`src/hdl/msf_pkg.sv`:
```
package msf_pkg;

    localparam int VERTEX_W    = 5;
    localparam int WEIGHT_W    = 16;
    localparam int COST_W      = 22;
    localparam int RANK_W      = 6;
    localparam int VCOUNT_W    = 6;
    localparam int DEF_MAX_VERTICES = 32;
    localparam int DEF_MAX_EDGES    = 64;
    localparam logic [VCOUNT_W-1:0] VCOUNT_RESET = 6'd32;
    localparam logic [RANK_W-1:0]   RANK_MAX     = 6'd63;
    localparam logic [RANK_W-1:0]   RANK_INIT    = 6'd1;

    typedef struct packed {
        logic [VERTEX_W-1:0]        end_a;
        logic [VERTEX_W-1:0]        end_b;
        logic signed [WEIGHT_W-1:0] weight;
        logic                       ok;
        logic                       fin;
    } t_cmd;

    typedef struct packed {
        logic [VERTEX_W-1:0]        out_a;
        logic [VERTEX_W-1:0]        out_b;
        logic signed [WEIGHT_W-1:0] out_weight;
        logic signed [COST_W-1:0]   running_cost;
        logic                       last_result;
        logic                       none_found;
        logic                       overflow;
    } t_res;

endpackage

```
`src/hdl/msf_fifo.sv`:
```
module msf_fifo #(
    parameter int W = 8
) (
    input  logic         i_clk,
    input  logic         i_rst_n,
    input  logic         i_push,
    input  logic [W-1:0] i_data,
    output logic         o_full,
    input  logic         i_pop,
    output logic [W-1:0] o_data,
    output logic         o_empty
);
    // two-entry queue
    logic [W-1:0] r_mem [2];
    logic         r_wp, r_rp;
    logic [1:0]   r_cnt;
    logic         do_push, do_pop;

    assign o_full  = (r_cnt == 2'd2);
    assign o_empty = (r_cnt == 2'd0);
    assign do_push = i_push && !o_full;
    assign do_pop  = i_pop && !o_empty;
    assign o_data  = r_mem[r_rp];

    always_ff @(posedge i_clk) begin
        if (!i_rst_n) begin
            r_wp  <= 1'b0;
            r_rp  <= 1'b0;
            r_cnt <= 2'd0;
        end else begin
            if (do_push) r_wp <= ~r_wp;
            if (do_pop)  r_rp <= ~r_rp;
            r_cnt <= r_cnt + 2'(do_push) - 2'(do_pop);
        end
    end

    always_ff @(posedge i_clk) begin
        if (do_push) r_mem[r_wp] <= i_data;
    end
endmodule

```
`src/hdl/msf_front.sv`:
```
module msf_front #(
    parameter int MAX_VERTICES = msf_pkg::DEF_MAX_VERTICES
) (
    input  logic                           i_clk,
    input  logic                           i_rst_n,
    input  logic                           i_cfg_valid,
    output logic                           o_cfg_ready,
    input  logic [msf_pkg::VCOUNT_W-1:0]   i_cfg_data,
    input  logic                           i_push,
    output logic                           o_full,
    input  logic [msf_pkg::VERTEX_W-1:0]   i_end_a,
    input  logic [msf_pkg::VERTEX_W-1:0]   i_end_b,
    input  logic signed [msf_pkg::WEIGHT_W-1:0] i_edge_weight,
    input  logic                           i_final_edge,
    input  logic                           i_cmd_pop,
    output msf_pkg::t_cmd                  o_cmd,
    output logic                           o_cmd_empty
);
    import msf_pkg::*;

    logic [VCOUNT_W-1:0] r_vcount;
    t_cmd                cmd;
    logic [$bits(t_cmd)-1:0] q_out;

    assign o_cfg_ready = 1'b1;

    always_ff @(posedge i_clk) begin
        if (!i_rst_n) begin
            r_vcount <= VCOUNT_RESET;
        end else if (i_cfg_valid) begin
            r_vcount <= i_cfg_data;
        end
    end

    // range check against both the register and the build limit
    always_comb begin
        cmd.end_a  = i_end_a;
        cmd.end_b  = i_end_b;
        cmd.weight = i_edge_weight;
        cmd.fin    = i_final_edge;
        cmd.ok     = (VCOUNT_W'(i_end_a) < r_vcount) && (VCOUNT_W'(i_end_b) < r_vcount)
                     && (32'(i_end_a) < 32'(MAX_VERTICES))
                     && (32'(i_end_b) < 32'(MAX_VERTICES));
    end

    msf_fifo #(.W($bits(t_cmd))) u_cmdq (
        .i_clk   (i_clk),
        .i_rst_n (i_rst_n),
        .i_push  (i_push),
        .i_data  (cmd),
        .o_full  (o_full),
        .i_pop   (i_cmd_pop),
        .o_data  (q_out),
        .o_empty (o_cmd_empty)
    );

    assign o_cmd = t_cmd'(q_out);
endmodule

```
`src/hdl/msf_back.sv`:
```
module msf_back #(
    parameter int MAX_VERTICES = msf_pkg::DEF_MAX_VERTICES,
    parameter int MAX_EDGES    = msf_pkg::DEF_MAX_EDGES
) (
    input  logic          i_clk,
    input  logic          i_rst_n,
    input  msf_pkg::t_cmd i_cmd,
    input  logic          i_cmd_empty,
    output logic          o_cmd_pop,
    output msf_pkg::t_res o_res,
    output logic          o_res_push,
    input  logic          i_res_full
);
    import msf_pkg::*;

    localparam int VW = (MAX_VERTICES > 1) ? $clog2(MAX_VERTICES) : 1;
    localparam int EW = (MAX_EDGES > 1) ? $clog2(MAX_EDGES) : 1;
    localparam int CW = $clog2(MAX_EDGES + 1);

    typedef enum logic [6:0] {
        S_CLEAR = 7'b0000001,
        S_LOAD  = 7'b0000010,
        S_SCAN  = 7'b0000100,
        S_FIND  = 7'b0001000,
        S_RANK  = 7'b0010000,
        S_HIT   = 7'b0100000,
        S_DONE  = 7'b1000000
    } t_state;

    typedef struct packed {
        logic [VERTEX_W-1:0]        a;
        logic [VERTEX_W-1:0]        b;
        logic signed [WEIGHT_W-1:0] w;
    } t_edge;

    t_state r_state;
    logic [CW-1:0] r_cnt, r_scan, r_k;
    logic          r_drop, r_pend, r_best_v, r_which, r_hold_v;
    logic [MAX_EDGES-1:0] r_used;
    logic [VW-1:0] r_clr, r_x, r_ra;
    logic [EW-1:0] r_idx_d, r_best_i;
    t_edge         r_best, r_erd;
    logic [1:0]    r_ph;
    logic [RANK_W-1:0] r_rka, r_rrd;
    logic signed [COST_W-1:0] r_cost, cost_sum;
    t_res          r_hold;
    logic [VW-1:0] r_prd;

    t_edge m_edge [MAX_EDGES];
    logic [VW-1:0]     m_par  [MAX_VERTICES];
    logic [RANK_W-1:0] m_rank [MAX_VERTICES];

    logic              e_we, p_we, k_we;
    logic [VW-1:0]     p_wa, p_wd, k_wa, k_ra;
    logic [RANK_W-1:0] k_wd;
    logic              rank_a_wins;

    assign o_cmd_pop   = (r_state == S_LOAD) && !i_cmd_empty;
    assign e_we        = o_cmd_pop && i_cmd.ok && (r_cnt < CW'(MAX_EDGES));
    assign cost_sum    = r_cost + COST_W'(r_best.w);
    assign rank_a_wins = r_rka > r_rrd;
    assign k_ra        = (r_ph == 2'd0) ? r_ra : r_x;

    always_comb begin
        p_we = 1'b0; p_wa = r_clr; p_wd = r_clr;
        k_we = 1'b0; k_wa = r_clr; k_wd = RANK_INIT;
        if (r_state == S_CLEAR) begin
            p_we = 1'b1;
            k_we = 1'b1;
        end else if (r_state == S_RANK && r_ph == 2'd2) begin
            p_we = 1'b1;
            k_we = 1'b1;
            if (rank_a_wins) begin
                p_wa = r_x;  p_wd = r_ra; k_wa = r_ra;
                k_wd = (r_rka < RANK_MAX) ? r_rka + 1'b1 : r_rka;
            end else begin
                p_wa = r_ra; p_wd = r_x;  k_wa = r_x;
                k_wd = (r_rrd < RANK_MAX) ? r_rrd + 1'b1 : r_rrd;
            end
        end
    end

    always_comb begin
        o_res_push = 1'b0;
        o_res      = r_hold;
        if (r_state == S_HIT && r_hold_v) begin
            o_res_push = 1'b1;
        end else if (r_state == S_DONE) begin
            o_res_push = 1'b1;
            if (r_hold_v) begin
                o_res.last_result = 1'b1;
            end else begin
                o_res = '0;
                o_res.last_result = 1'b1;
                o_res.none_found  = 1'b1;
                o_res.overflow    = r_drop;
            end
        end
    end

    always_ff @(posedge i_clk) begin
        if (e_we) m_edge[r_cnt[EW-1:0]] <= '{a: i_cmd.end_a, b: i_cmd.end_b, w: i_cmd.weight};
        r_erd <= m_edge[r_scan[EW-1:0]];
    end

    always_ff @(posedge i_clk) begin
        if (p_we) m_par[p_wa] <= p_wd;
        r_prd <= m_par[r_x];
    end

    always_ff @(posedge i_clk) begin
        if (k_we) m_rank[k_wa] <= k_wd;
        r_rrd <= m_rank[k_ra];
    end

    always_ff @(posedge i_clk) begin
        if (!i_rst_n) begin
            r_state  <= S_CLEAR;
            r_clr    <= '0;
            r_cnt    <= '0;
            r_drop   <= 1'b0;
            r_used   <= '0;
            r_hold_v <= 1'b0;
            r_pend   <= 1'b0;
            r_best_v <= 1'b0;
            r_cost   <= '0;
        end else begin
            unique case (r_state)
                S_CLEAR: begin
                    r_clr <= r_clr + 1'b1;
                    if (r_clr == VW'(MAX_VERTICES - 1)) r_state <= S_LOAD;
                end
                S_LOAD: begin
                    if (o_cmd_pop) begin
                        if (e_we) r_cnt <= r_cnt + 1'b1;
                        else      r_drop <= 1'b1;
                        if (i_cmd.fin) begin
                            r_state  <= S_SCAN;
                            r_k      <= '0;
                            r_scan   <= '0;
                            r_pend   <= 1'b0;
                            r_best_v <= 1'b0;
                        end
                    end
                end
                S_SCAN: begin
                    // find heaviest unused edge, earliest wins ties
                    if (r_k == r_cnt) begin
                        r_state <= S_DONE;
                    end else begin
                        if (r_scan < r_cnt) begin
                            r_scan  <= r_scan + 1'b1;
                            r_idx_d <= r_scan[EW-1:0];
                            r_pend  <= 1'b1;
                        end else begin
                            r_pend <= 1'b0;
                        end
                        if (r_pend && !r_used[r_idx_d]
                            && (!r_best_v || r_erd.w > r_best.w)) begin
                            r_best_v <= 1'b1;
                            r_best   <= r_erd;
                            r_best_i <= r_idx_d;
                        end
                        if (r_scan == r_cnt && !r_pend) begin
                            r_used[r_best_i] <= 1'b1;
                            r_k     <= r_k + 1'b1;
                            r_x     <= VW'(r_best.a);
                            r_which <= 1'b0;
                            r_ph    <= 2'd0;
                            r_state <= S_FIND;
                        end
                    end
                end
                S_FIND: begin
                    if (r_ph == 2'd0) begin
                        r_ph <= 2'd1;
                    end else if (r_prd != r_x) begin
                        r_x  <= r_prd;
                        r_ph <= 2'd0;
                    end else if (!r_which) begin
                        r_ra    <= r_x;
                        r_x     <= VW'(r_best.b);
                        r_which <= 1'b1;
                        r_ph    <= 2'd0;
                    end else begin
                        r_ph    <= 2'd0;
                        r_state <= (r_ra == r_x) ? S_HIT : S_RANK;
                    end
                end
                S_RANK: begin
                    if (r_ph == 2'd1) r_rka <= r_rrd;
                    if (r_ph == 2'd2) begin
                        r_state  <= S_SCAN;
                        r_scan   <= '0;
                        r_best_v <= 1'b0;
                        r_ph     <= 2'd0;
                    end else begin
                        r_ph <= r_ph + 1'b1;
                    end
                end
                S_HIT: begin
                    if (!r_hold_v || !i_res_full) begin
                        r_hold_v <= 1'b1;
                        r_hold   <= '{out_a: r_best.a, out_b: r_best.b,
                                      out_weight: r_best.w, running_cost: cost_sum,
                                      last_result: 1'b0, none_found: 1'b0,
                                      overflow: r_drop};
                        r_cost   <= cost_sum;
                        r_state  <= S_SCAN;
                        r_scan   <= '0;
                        r_best_v <= 1'b0;
                    end
                end
                S_DONE: begin
                    if (!i_res_full) begin
                        r_cnt    <= '0;
                        r_drop   <= 1'b0;
                        r_used   <= '0;
                        r_hold_v <= 1'b0;
                        r_cost   <= '0;
                        r_clr    <= '0;
                        r_state  <= S_CLEAR;
                    end
                end
                default: r_state <= S_CLEAR;
            endcase
        end
    end
endmodule

```
`src/hdl/max_spanning_forest_cycle_edges.sv`:
```
// loading: an accepted edge word waits in the two-entry edge queue and, if in range and the edge memory
// has room, is stored when the loader pops it; a non-final word is taken every cycle while the loader is
// loading and the edge queue holds words. solve: a selection scan over the edge memory for each stored
// edge, plus a parent walk per end and a rank step per union
// reset: synchronous, active low; afterwards the forest clearing pass over all MAX_VERTICES vertices runs
// before the first edge word is stored, and the same pass runs after every solve
module max_spanning_forest_cycle_edges #(
    parameter int MAX_VERTICES = msf_pkg::DEF_MAX_VERTICES,
    parameter int MAX_EDGES    = msf_pkg::DEF_MAX_EDGES
) (
    input  logic                                i_clk,
    input  logic                                i_rst_n,
    input  logic                                i_cfg_valid,
    output logic                                o_cfg_ready,
    input  logic [msf_pkg::VCOUNT_W-1:0]        i_cfg_data,
    input  logic                                push,
    output logic                                full,
    input  logic [msf_pkg::VERTEX_W-1:0]        i_end_a,
    input  logic [msf_pkg::VERTEX_W-1:0]        i_end_b,
    input  logic signed [msf_pkg::WEIGHT_W-1:0] i_edge_weight,
    input  logic                                i_final_edge,
    output logic                                empty,
    input  logic                                pop,
    output logic [msf_pkg::VERTEX_W-1:0]        o_out_a,
    output logic [msf_pkg::VERTEX_W-1:0]        o_out_b,
    output logic signed [msf_pkg::WEIGHT_W-1:0] o_out_weight,
    output logic signed [msf_pkg::COST_W-1:0]   o_running_cost,
    output logic                                o_last_result,
    output logic                                o_none_found,
    output logic                                o_overflow
);
    import msf_pkg::*;

    t_cmd cmd;
    logic cmd_empty, cmd_pop, res_push, res_full;
    t_res res_in, res_out;
    logic [$bits(t_res)-1:0] q_out;

    msf_front #(.MAX_VERTICES(MAX_VERTICES)) u_front (
        .i_clk, .i_rst_n, .i_cfg_valid, .o_cfg_ready, .i_cfg_data,
        .i_push (push), .o_full (full),
        .i_end_a, .i_end_b, .i_edge_weight, .i_final_edge,
        .i_cmd_pop (cmd_pop), .o_cmd (cmd), .o_cmd_empty (cmd_empty)
    );

    msf_back #(.MAX_VERTICES(MAX_VERTICES), .MAX_EDGES(MAX_EDGES)) u_back (
        .i_clk, .i_rst_n,
        .i_cmd (cmd), .i_cmd_empty (cmd_empty), .o_cmd_pop (cmd_pop),
        .o_res (res_in), .o_res_push (res_push), .i_res_full (res_full)
    );

    msf_fifo #(.W($bits(t_res))) u_resq (
        .i_clk, .i_rst_n,
        .i_push (res_push), .i_data (res_in), .o_full (res_full),
        .i_pop (pop), .o_data (q_out), .o_empty (empty)
    );

    assign res_out        = t_res'(q_out);
    assign o_out_a        = res_out.out_a;
    assign o_out_b        = res_out.out_b;
    assign o_out_weight   = res_out.out_weight;
    assign o_running_cost = res_out.running_cost;
    assign o_last_result  = res_out.last_result;
    assign o_none_found   = res_out.none_found;
    assign o_overflow     = res_out.overflow;
endmodule

```
`config.mk`:
```
export PLATFORM = sky130hd
export DESIGN_NAME = max_spanning_forest_cycle_edges
export DESIGN_NICKNAME = d
export VERILOG_FILES = /design/src/hdl/msf_pkg.sv /design/src/hdl/msf_fifo.sv /design/src/hdl/msf_front.sv /design/src/hdl/msf_back.sv /design/src/hdl/max_spanning_forest_cycle_edges.sv
export SDC_FILE = /design/constraint.sdc
export NUM_CORES = 2
export LEC_CHECK = 0
export BUFFER_PORTS_ARGS = -buffer_cell sky130_fd_sc_hd__buf_2
export CAP_MARGIN = 10
export CORE_ASPECT_RATIO = 1.4
export CORE_MARGIN = 1
export CORE_UTILIZATION = 40
export CTS_CLUSTER_DIAMETER = 80
export DETAILED_ROUTE_END_ITERATION = 12
export GPL_TIMING_DRIVEN = 0
export MAX_ROUTING_LAYER = met4
export SLEW_MARGIN = 20
export SYNTH_ARGS = -nofsm -noshare
export SYNTH_HDL_FRONTEND = slang
export SYNTH_SLANG_ARGS = --single-unit
```
`constraint.sdc`:
```
create_clock -name i_clk -period 9.5 [get_ports i_clk]
set_clock_uncertainty 0.05 [all_clocks]
set_input_delay 0.475 -clock i_clk [delete_from_list [all_inputs] [get_ports i_clk]]
set_output_delay 0.475 -clock i_clk [all_outputs]
set_load 0.005 [all_outputs]
```
# --- After elaboration in Yosys (flattened, before gate mapping) ---
# Memories as Yosys holds them, arrays and structs flattened. A register that Yosys moved wholly into a read port is not among the register bits.
# Cells that the tools add are included.
totals:
  ram_bits: 2174
  word_cells: 260
  reg_bits: 243
  n_memories: 5
  out_inout_bits: 54
  input_bits: 38
op_classes:
  n_lt_le_gt_ge: 11
  muxes: 104
  n_addsub: 12
  bitwise: 9
  n_reduce_logical: 53
  n_eq_ne: 33
mem_list:
  columns: ["memory", "depth", "word_bits", "rd", "rd_ports_with_merged_regs", "write_ports", "line_no", "rtl"]
  rows:
  - ["u_back.m_edge", 64, 26, 1, 1, 1, "msf_back.sv:49", "t_edge m_edge [MAX_EDGES];"]
  - ["u_back.m_rank", 32, 6, 1, 1, 1, "msf_back.sv:51", "logic [RANK_W-1:0] m_rank [MAX_VERTICES];"]
  - ["u_back.m_par", 32, 5, 1, 1, 1, "msf_back.sv:50", "logic [VW-1:0] m_par [MAX_VERTICES];"]
  - ["u_resq.r_mem", 2, 51, 1, 1, 1, "msf_fifo.sv:14", "logic [W-1:0] r_mem [2];"]
  - ["u_front.u_cmdq.r_mem", 2, 28, 1, 1, 1, "msf_fifo.sv:14", null]
ops:
  columns: ["operator", "count"]
  rows:
  - ["two-way mux 64 bit", 3]
  - ["two-way mux 7 bit", 22]
  - ["one-hot mux 64 bit (2 select lines)", 1]
  - ["two-way mux 51 bit", 2]
  - ["two-way mux 5 bit", 13]
  - ["bitwise OR 64 bit", 1]
  - ["one-hot mux 7 bit (7 select lines)", 1]
  - ["two-way mux 48 bit", 1]
  - ["two-way mux 22 bit", 2]
  - ["one-hot mux 22 bit (2 select lines)", 1]
  - ["two-way mux 6 bit", 6]
  - ["two-way mux 1 bit", 35]
  - ["one-hot mux 7 bit (2 select lines)", 2]
  - ["one-hot mux 7 bit (4 select lines)", 1]
  - ["AND reduction 4 bit", 7]
  - ["adder 22 x 16 -> 22 bit", 1]
  - ["adder 7 x 1 -> 7 bit, second input constant", 3]
  - ["one-hot mux 5 bit (2 select lines)", 2]
  - ["!= test 2 bit, second input constant", 9]
  - ["AND reduction 6 bit", 3]
  - ["greater-than comparator 16 bit", 1]
  - ["== test 7 bit", 2]
  - ["logical AND 1 bit", 14]
  - ["less-than comparator 6 x 7 -> 1 bit, second input constant", 2]
  - ["45 further kinds", 87]

# --- Longest topological paths before layout ---
logic_depth:
  word_depth: 8
  mapped_depth: 13
  ltp_nobuf: 11

# --- Cells and area by module ---
# Synthesis repeated with hierarchy kept, for this count alone.
hier_totals:
  hier_cells: 4588
  hier_area_um2: 96194.8
modules_own_cells:
  columns: ["module", "instances", "area_per_inst_um2", "seq_area_each_um2", "cells_per_inst"]
  rows:
  - ["msf_back", 1, 89235.6, 67064.3, 4242]
  - ["msf_fifo at u_resq", 1, 4170.2, 3163.0, 186]
  - ["msf_fifo at u_front.u_cmdq", 1, 2357.3, 1781.7, 114]
  - ["msf_front", 1, 431.7, 120.1, 46]

# --- Worst setup path after synthesis ---
# No wires, ideal clock.
synth_path:
  kind: "register to register"
  startpoint: "register u_back.r_state[0]"
  endpoint: "register u_back.r_hold[0] in the netlist's numbering (enable)"
  n_path_buf: 1
  setup_ns: 0.528
  stages_incl_launch_ff: 7
  synth_period_minus_slack_ns: 5.653
  t_arrival_ns: 5.075
  setup_slack_ns: 3.847
  required_ns: 8.922
  path_cell_list: "dfxtp_1 > nor3_1 > nand4b_1 > inv_1 > clkbuf_1 > o21ai_1 > nor3_1"
synth_between:
  elab_chain_cells: 2
synth_lines:
  columns: ["element", "line_no", "rtl"]
  rows:
  - ["start: declaration", "msf_back.sv:36", "t_state r_state;"]
  - ["start signal: assignment", "msf_back.sv:187", "r_state <= (r_ra == r_x) ? S_HIT : S_RANK;"]
  - ["== test 7 x 6 -> 1 bit", "msf_back.sv:128", "unique case (r_state)"]
  - ["AND reduction 3 bit (no line)", null, null]
  - ["end signal: assignment", "msf_back.sv:204", "r_hold <= '{out_a: r_best.a, out_b: r_best.b,"]
  - ["end: declaration", "msf_back.sv:46", "t_res r_hold;"]
# No other way between the ends.
# A chain may end at the register's enable or synchronous reset.

# --- Final worst setup path ---
layout_path:
  startpoint: "register u_back.r_scan[0]"
  endpoint: "register u_back.r_used[26]"
layout_between:
  elab_chain_cells: 4
layout_lines:
  columns: ["element", "line_no", "rtl"]
  rows:
  - ["start: declaration", "msf_back.sv:37", "logic [CW-1:0] r_cnt, r_scan, r_k;"]
  - ["start signal: assignment", "msf_back.sv:152", "r_scan <= r_scan + 1'b1;"]
  - ["== test 7 bit", "msf_back.sv:164", "if (r_scan == r_cnt && !r_pend) begin"]
  - ["logical AND 1 bit", "msf_back.sv:164", null]
  - ["!= test 2 x 1 -> 1 bit (no line)", null, null]
  - ["AND reduction 4 bit (no line)", null, null]
  - ["end signal: assignment", "msf_back.sv:122", "r_used <= '0;"]
  - ["end signal: indexed assignment", "msf_back.sv:165", "r_used[r_best_i] <= 1'b1;"]
  - ["end signal: assignment", "msf_back.sv:218", "r_used <= '0;"]
  - ["end: declaration", "msf_back.sv:39", "logic [MAX_EDGES-1:0] r_used;"]
# No other way between the ends.

==> flow_summary.ini <==
[sta]
min_period_ns = 5.23
max_freq_ghz = 0.191
rsz0062_at_grt = false
setup_violations = 0
tightestPinTransition_ns = 1.22
final-hold-violation-count = 0
setup_tns_ns = 0
finalCritPeriodShare_pct = 55.1
fin_ws_ns = 4.27
drv_slew = 0
maxSlewHeadroom_pct = 18.7
hold_ws_ns = 0.0578

[cells_and_area]
fin_nets = 5129
fillerInstances = 19533
final_cell_mix = edfxtp_1 (2294), mux4_2 (660), clkbuf_16 (229)
layout_commonest_cell = edfxtp_1
drive_gt1_share_pct = 26.7
area_growth_pct = 15.5
final_util_pct = 46.4

[power]
p_total_uw = 21600
powerDensity_nw_per_um2 = 196
leakagePower_uw = 0.0349
ir_drop_uv = 146

[synth]
synth_cells = 4573
synth.distinct_cells = 80
yosysTopAreaCell = edfxtp_1
synth-edff-count = 2294
seq_area_frac_synth_pct = 75.4
ys_top_cells_by_area = edfxtp_1 (72%), mux4_2 (16%), dfxtp_1 (3.4%), mux2_2 (1.0%), nor2_1 (1.0%)
synth_flop_cell = edfxtp_1
syn_area_um2 = 95600
ys_ff_latch = 2456
syn_avg_cell_area_um2 = 20.9
yosysWarnings = 0
synth_top_area_share_pct = 72.0
ys_async_sr_fraction_pct = 0
synthesis.nets = 4681

[floorplanning]
die_h_um = 581
fp.dieArea_um2 = 241000
dieWidth_um = 415
core-area_um2 = 238000
initial_core_util_pct = 40.2
pin_count = 92
rows = 212

[worst_hold_path]
min_path_type = primary input to flop

[critical_path]
cp.arrival_ns = 5.95
worstSetupPathType = flop to flop
worstSetupStartpointType = flop
critPathTopFamily = buffers and inverters
slowest_delay_ns = 0.85
worstPathRequired_ns = 10.22
path_buf_inv = 5
path_max_fanout = 10
worstPathCellList = clkbuf_1 > clkbuf_2 > clkbuf_1 > inv_1 > ha_1 > nand4_1 > nor2_1 > a21o_1 > a21boi_1 > and2_0 > clkbuf_1 > a21oi_1 > nor2_1
crit_slowest_cell = clkbuf_1
cp_common_cell = clkbuf_1
end_kind = flop

[global_route]
antenna_found_initial = 16
grt_pass1_vias = 48221
grt_pass1_wl_um = 353000
track_usage_pct = 21.0
grt_max_degree = 65
overflow = 0

[placed_design]
io_buffers = 88
gp_congestion = 0.868
dpl.hpwl_um = 170000
place_worst_setup_slack_ns = 4.25

[route]
drt.antenna.violating_nets = 0
dr.pass1.iters = 6
drtIter0Drc = 4361
viasPerCell = 5.64
drt_wl_total_um = 248000
route.detailed.drc = 0
vias = 46808
post_drt_wl_per_cell_um = 29.8

[cts]
root_buffer = clkbuf_16
numCtsBuffers = 228
insertion_delay_ns = 0.87
post_cts_buffers = 0
cts_buffer_depth = 4
cts_tree = built
postCtsHoldBufs = 36
cts_resized = 0
clk_pin_slew_ns = 0.06
htree_levels = 4
cts_sinks = 2456

[status]
status = finished clean

[run]
maxCapViolations = 0
-- Yosys cell counts, types with 8 or more instances --
master and number:
a211oi_1 8, a21o_1 15, a21oi_1 114, a22oi_1 9, and2_1 9, and3_1 11, buf_1 61, clkbuf_1 163
dfxtp_1 162, edfxtp_1 2294, ha_1 69, inv_1 46, mux2_2 87, mux2i_1 20, mux4_2 660, nand2_1 121
nand2b_1 10, nand3_1 64, nand4_1 10, nor2_1 257, nor2b_1 63, nor3_1 61, o211ai_1 16, o21a_1 16
o21ai_0 43, or3_1 10, xnor2_1 33, xor2_1 24
-- metal layers --
metal | global-route usage [%] | up-vias | wire, um
met2 | 37.7 | 1592 | 135000
met1 | 23.9 | 24956 | 89000
met4 | 8.42 | 0 | 10900
li1 | - | 19803 | -
met3 | 2.46 | 457 | 12700
met5 | - | - | 0
-- power breakdown --
group	leakage, uW	internal (uW)	switching (uW)
logic	0.00926	163	495
clock network	0.00349	5030	3940
registers	0.0222	12000	25.3
-- state kept, by name (all words and copies together), names as in the netlist, 6 cells and up, named ones only --
signal                flops
u_back.r_rka              6
u_back.r_rrd              6
u_back.r_cnt              7
u_front.u_cmdq.r_mem     56
u_back.r_state            7
u_back.r_scan             7
u_back.r_used            64
u_back.r_hold            49
u_front.r_vcount          6
u_back.m_par            160
u_resq.r_mem            102
u_back.r_erd             26
u_back.r_idx_d            6
u_back.r_best            26
u_back.m_edge          1664
u_back.m_rank           192
u_back.r_k                7
u_back.r_best_i           6
u_back.r_cost            22
-- worst min-delay path: stages --
cell and delay, ns:
clkbuf_1 0.19, mux2i_1 0.16, nor2_1 0.08
-- cells by family (layout without fill, tap and decap cells) --
logic type	after synthesis	in the layout	share of synthesized area, %
AOI/OAI and AO/OA	279	279	1.85
xor gates and xnor gates	57	57	0.522
muxes	772	772	16.9
DFF	2456	2456	75.4
other	1	13	0.00392
buffers and inverters	281	897	1.13
adders and majority gates	70	70	0.924
and+or+nand+nor	657	657	3.23
-- worst paths after layout --
check | from | end | slack [ns] | cells past startpoint
max | u_back.r_scan[0]$_SDFFCE_PN0P_ | u_back.r_used[26]$_SDFFE_PN0P_ | 4.27 | 13
min | i_cfg_valid | u_front.r_vcount[2]$_SDFFE_PN0P_ | 0.06 | 3
max reg2reg | u_back.r_scan[0]$_SDFFCE_PN0P_ | u_back.r_used[26]$_SDFFE_PN0P_ | 4.27 | 13
min reg2reg | u_back.r_erd[17]$_DFF_P_ | u_back.r_best[17]$_DFFE_PP_ | 0.35 | 0
-- metrics by stage --
stage / std cells / cell area [um2]
5_1_grt: 8297 / 110000
3_3_place_gp: 7764 / 99900
4_1_cts: 8291 / 110000
2_1_floorplan: 4573 / 95600
6_report: 8304 / 110000
3_5_place_dp: 7857 / 103000
-- area by class of cell --
class / instances / area, um2 / area share [%]
diodes: 12 / 30.0 / 0.0272
plain buffers: 232 / 947 / 0.857
clock buffers: 280 / 5950 / 5.39
clock inverters: 118 / 1180 / 1.07
inverters: 49 / 184 / 0.166
multi-input cells: 1836 / 23200 / 21.0
flip-flops and latches: 2456 / 72100 / 65.3
well taps: 3103 / 3880 / 3.51
repair buffers: 218 / 3010 / 2.73
Note: power is estimated with default switching activity, not from simulation.
